<file path="config.mk">
export PLATFORM = sky130hd
export DESIGN_NAME = ptb_ram
export DESIGN_NICKNAME = d
export VERILOG_FILES = /design/src/hdl/ptb_ram.sv
export SDC_FILE = /design/constraint.sdc
export NUM_CORES = 1
export LEC_CHECK = 0
export BUFFER_PORTS_ARGS = -buffer_cell sky130_fd_sc_hd__buf_2
export CAP_MARGIN = 20
export CORE_ASPECT_RATIO = 0.6
export CORE_MARGIN = 5
export CORE_UTILIZATION = 50
export DETAILED_ROUTE_END_ITERATION = 12
export GPL_TIMING_DRIVEN = 0
export PLACE_DENSITY_LB_ADDON = 0.08
export SLEW_MARGIN = 15
export SYNTH_ARGS = -nofsm -noshare
export SYNTH_HDL_FRONTEND = slang
export SYNTH_SLANG_ARGS = --single-unit
</file>
<file path="constraint.sdc">
create_clock -name clk -period 2.7 [get_ports clk]
set_input_delay 0.135 -clock clk [delete_from_list [all_inputs] [get_ports clk]]
set_output_delay 0.135 -clock clk [all_outputs]
set_load 0.02 [all_outputs]
</file>
<file path="src/hdl/ptb_ram.sv">
// ----------------------------------------------------------------------------
// ptb_ram
// Generic single write port, single read port RAM with registered read.
// ----------------------------------------------------------------------------
module ptb_ram #(
  parameter int WIDTH = 8,
  parameter int DEPTH = 16
) (
  input  logic                                    clk,
  input  logic                                    we,
  input  logic [((DEPTH > 1) ? $clog2(DEPTH) : 1)-1:0] waddr,
  input  logic [WIDTH-1:0]                        wdata,
  input  logic [((DEPTH > 1) ? $clog2(DEPTH) : 1)-1:0] raddr,
  output logic [WIDTH-1:0]                        rdata
);

  logic [WIDTH-1:0] mem [DEPTH];

  always_ff @(posedge clk) begin
    if (we) begin
      mem[waddr] <= wdata;
    end
    rdata <= mem[raddr];
  end

endmodule

</file>
== Word-level counts from Yosys, hierarchy flattened ==
Memories as Yosys holds them, arrays and structs flattened. A register that Yosys moved wholly into a read port is not among the register bits.
Index checks and enable logic that the tools add are counted.
Storage, ports and cells
  memory bits (writable): 128
  register bits: 0
  memories kept: 1
Memories
  mem: words 16, bits a word 8, rd ports 1, clocked after Yosys merged registers in 1, write ports 1, RTL line 17  | logic [WIDTH-1:0] mem [DEPTH];
Operators by class
  multiplexer cells: 2
Operator list (count)
  two-way mux 1 bit: 2

== Logic depth before layout (Yosys ltp) ==
  depth after elaboration: 2
  mapped depth: 5

== Worst setup path after synthesis ==
Ideal clock, no wire load.
  path kind: input to register
  start: input waddr[2] (netlist name)
  end: memory mem[0][0], enable pin
  setup slack: 1.072 ns
  stages: 2
  data arrival time: 1.245 ns
  path buffers: 0
  cells stage by stage: or3b_2 nor3_1
RTL lines
  start, declared: RTL line 11  | input logic [((DEPTH > 1) ? $clog2(DEPTH) : 1)-1:0] waddr,
  end, declared: RTL line 17
Straight into the memory's write port.

== Final worst setup path ==
  start: input waddr[2] (netlist name)
  end: memory mem[2][1], enable pin
Straight into the memory's write port.

==> impl.org <==
** Min path
- The startpoint identified for the worst hold timing path is wdata[5].
- Worst hold path depth :: 1
- Worst min path class :: in -> reg

** Synthesis
- Of the total synthesized cell area, the portion taken by full adders, half adders and majority gates is 0%.
- The synthesized netlist devotes 3.18% of its cell area to simple gates.
- Of the total synthesized cell area, the portion taken by XOR and XNOR cells is 0%.
- Counting flops and latches in the post-synthesis netlist gives about 140.
- Avg Cell Area, Syn :: between 20 and 25 µm²
- Library cell occupying the most area in the post-synthesis netlist :: sky130_fd_sc_hd__edfxtp_1
- The synthesized netlist contains 19 unique library cells.
- Mux contribution to synthesized area :: approximately 15%
- Synthesis handed over a netlist of roughly 230 instances.
- The synthesized netlist occupies a cell area of 5150 µm².
- Sequential elements use between 70 and 80% of the synthesized area.
- Fraction of the mapped netlist area in compound gates :: under 10%
- Cell types occupying the most area after synthesis :: sky130_fd_sc_hd__edfxtp_1, sky130_fd_sc_hd__mux4_2, sky130_fd_sc_hd__mux4_1
- Warnings, synthesis :: 0
- The synthesized design devotes to its leading area cell type between 70% and 80% of total area.
- After synthesis, the largest family of logic cells by area is multiplexers.
- Post-Synthesis Net Count :: between 200 and 250

** Layout
- The library cell used most frequently in the layout, excluding fill and tap cells, is sky130_fd_sc_hd__edfxtp_1.
- Final #Nets :: approximately 290
- The repair_antennas step left the layout with diodes totalling 0.
- The top cell types in the final layout, fill and taps aside, are sky130_fd_sc_hd__edfxtp_1, sky130_fd_sc_hd__buf_2, sky130_fd_sc_hd__mux4_2.
- The area growth from synthesis to layout is 17.6%.
- The layout has a little over 700 filler cells.
- Final cell utilization of the core :: 60.8%
- Of the cells placed in the final design, the portion with a size suffix greater than 1 is between 20% and 30%.

** Drt
- Before antenna repair, the detailed router went through 5 iterations.
- Once detail routing completed, the nets flagged for antenna violations numbered 0.
- Number of DRC violations after detailed-routing iteration 0 :: about 220
- The final route contains 2440 vias.
- After detailed routing, the number of remaining DRC violations is 0.
- The final layout contains routed wiring with a total length of between 10 and 15 mm.
- In the final routed layout, each cell accounts on average for ~24 µm.
- Using the TritonRoute via totals, the vias-per-cell ratio works out to between 5 and 6.

** GRT
- The number of antenna violations at the first check in global routing came to 0.
- Remaining global-route overflow :: 0
- Global-route wire length before repair :: 15.4 mm
- Entering global routing, the biggest net connects 17 pins.
- Vias in the first global route :: 2507
- Total routing resource utilization after global routing :: a little under a fifth

** Timing
- Min cycle time layout :: 1.54 ns
- Setup violations remaining at the end of the flow were counted as 0.
- Total count of max-transition violations in the final report :: 0
- For this run, the top clock speed supported by timing is roughly 650 MHz.
- In the finished design, the share of the clock period the worst path needs comes to a little under three fifths.
- Setup repair after global routing left no endpoint under its margin.
- Slew at the pin closest to its max-slew limit :: a little under 1 ns
- Least setup slack across all paths after layout :: roughly 1.2 ns
- Clock skew :: just under 0.009 ns
- On the final layout, the worst hold slack is approximately 0.10 ns.
- The worst pin sits at a relative slew slack of about a third.
- Adding up every negative setup slack in the final design gives 0 ns.
- Final number of hold-violating endpoints :: 0

** CTS
- In this run, CTS created clock tree buffers numbering 17.
- Hold repair after CTS inserted 0 buffers.
- The tree built by TritonCTS fans out to approximately 140 sinks.
- Post-CTS setup-driven buffer insertion count :: 0
- Post-CTS Resized :: 0
- Clock slew seen by the registers of the worst setup and hold paths :: roughly 0.06 ns
- In this run the clock root is driven by a sky130_fd_sc_hd__clkbuf_16.
- Largest buffer count on any clock path :: 2
- Clock latency on the worst-skew pair :: 0.41 ns
- Clock tree from TritonCTS :: built
- In this run the number of H-tree levels came out at 4.

** Setup path
- Critical path fanouts, max :: 8
- At the worst endpoint, the arrival time is between 1.5 and 2 ns.
- CP Launch Type :: input port
- In this run the critical register-to-register path is launched from mem[1][2]$_DFFE_PP_.
- At the worst endpoint, the required time is around 2.7 ns.
- The worst setup path is of the in -> reg kind.
- Depth of the most critical reg-to-reg path :: 3
- STA classifies the critical path endpoint as a flop.
- Startpoint of the worst setup timing path :: waddr[2]

** Floorplanning
- Once the floorplan was initialized, standard cells occupied 51.7% of the core.
- In this run the horizontal extent of the chip is 141 µm.
- Die outline area :: roughly 12000 µm²
- Vertical die dimension :: ~89 µm
- Row generation in the floorplan step produced 28 rows.
- Core area :: ~9900 µm²
- IO Count :: 26

** Placed design
- Detailed placement ended at an HPWL of between 6 and 7 mm.
- Number of buffers added on ports :: 24
- RD Place Congestion :: approximately 0.73
- Worst setup slack after placement :: 0.746 ns

** Job
- Max_cap viols :: 0

** Power
- VDD sags by at most between 0.4 and 0.5 mV.
- The analysis attributes to cell leakage a power of 2.04 nW.
- Power spread over the standard cell area amounts to about 800 nW/µm².

** Status
- The flow ran to the end, and the final reports show no timing, DRC or antenna violations.
-- flip-flops by register name, indices dropped and copies added (netlist names) --
register	cells
mem	128
rdata	8
-- where the power goes --
| part | leakage, nW | switching [W] | internal [W] |
|---|---|---|---|
| Sequential | 1.22 | 0.0000115 | 0.00236 |
| Combinational | 0.525 | 0.000143 | 0.0000939 |
| Clock | 0.287 | 0.000805 | 0.00148 |
-- synthesized netlist by cell type (all sizes together) --
master	instances
nor2	13
a22oi	16
nand2	9
or3b	1
nand2b	2
and2b	1
edfxtp	128
nand3b	2
nor3	4
clkdlybuf4s25	3
mux4	32
nand3	1
dfxtp	8
and2	1
nor2b	1
buf	7
-- layout make-up --
class | count | area (µm²) | share of cell area [%]
plain buffers | 10 | 86.3 | 1.43
clock buffers | 21 | 460 | 7.61
well taps | 135 | 169 | 2.79
clock inverters | 11 | 128 | 2.11
repair buffers | 25 | 128 | 2.11
flip-flops and latches | 136 | 4000 | 66.2
multi-input cells | 83 | 1080 | 17.8
-- logic make-up (layout without fill, tap and decap cells) --
| group | count (synthesis) | count (layout) |
|---|---|---|
| flip-flops | 136 | 136 |
| AND/OR/NAND/NOR | 35 | 35 |
| multiplexers | 32 | 32 |
| AO/OA/AOI/OAI | 16 | 16 |
| buffers and inverters | 10 | 67 |
-- path summary, 6_finish.rpt --
path / end / slack (ns)
hold reg to reg: rdata[7]$_DFF_P_ / 0.69
setup reg to reg: rdata[2]$_DFF_P_ / 1.28
hold / removal: mem[12][5]$_DFFE_PP_ / 0.10
setup / recovery: mem[2][1]$_DFFE_PP_ / 1.16
-- through the flow --
| step | power (W) | std cells | instance area [µm²] |
|---|---|---|---|
| final | 0.00490 | 421 | 6050 |
| after global routing | 0.00506 | 421 | 6050 |
| after CTS | 0.00493 | 421 | 6050 |
| after detailed placement | 0.00266 | 389 | 5460 |
| after global placement | 0.00265 | 388 | 5440 |
| after floorplan | 0.00255 | 229 | 5150 |
-- worst max-delay path: stages --
cell,delay [ns]
sky130_fd_sc_hd__buf_2,0.12
sky130_fd_sc_hd__or3b_2,0.53
sky130_fd_sc_hd__nor2_1,0.78
-- metal layers --
| metal | vias up | global-route usage (%) | part of all wire [%] | wire (µm) |
|---|---|---|---|---|
| li1 | 1066 | - | - | - |
| met1 | 1281 | 26.0 | 46 | 4700 |
| met2 | 85 | 27.1 | 46 | 4730 |
| met3 | 8 | 5.45 | 6.7 | 688 |
| met4 | 0 | 6.16 | 0.94 | 96 |
| met5 | - | 0 | 0 | 0 |
(Power assumes the default switching activity.)
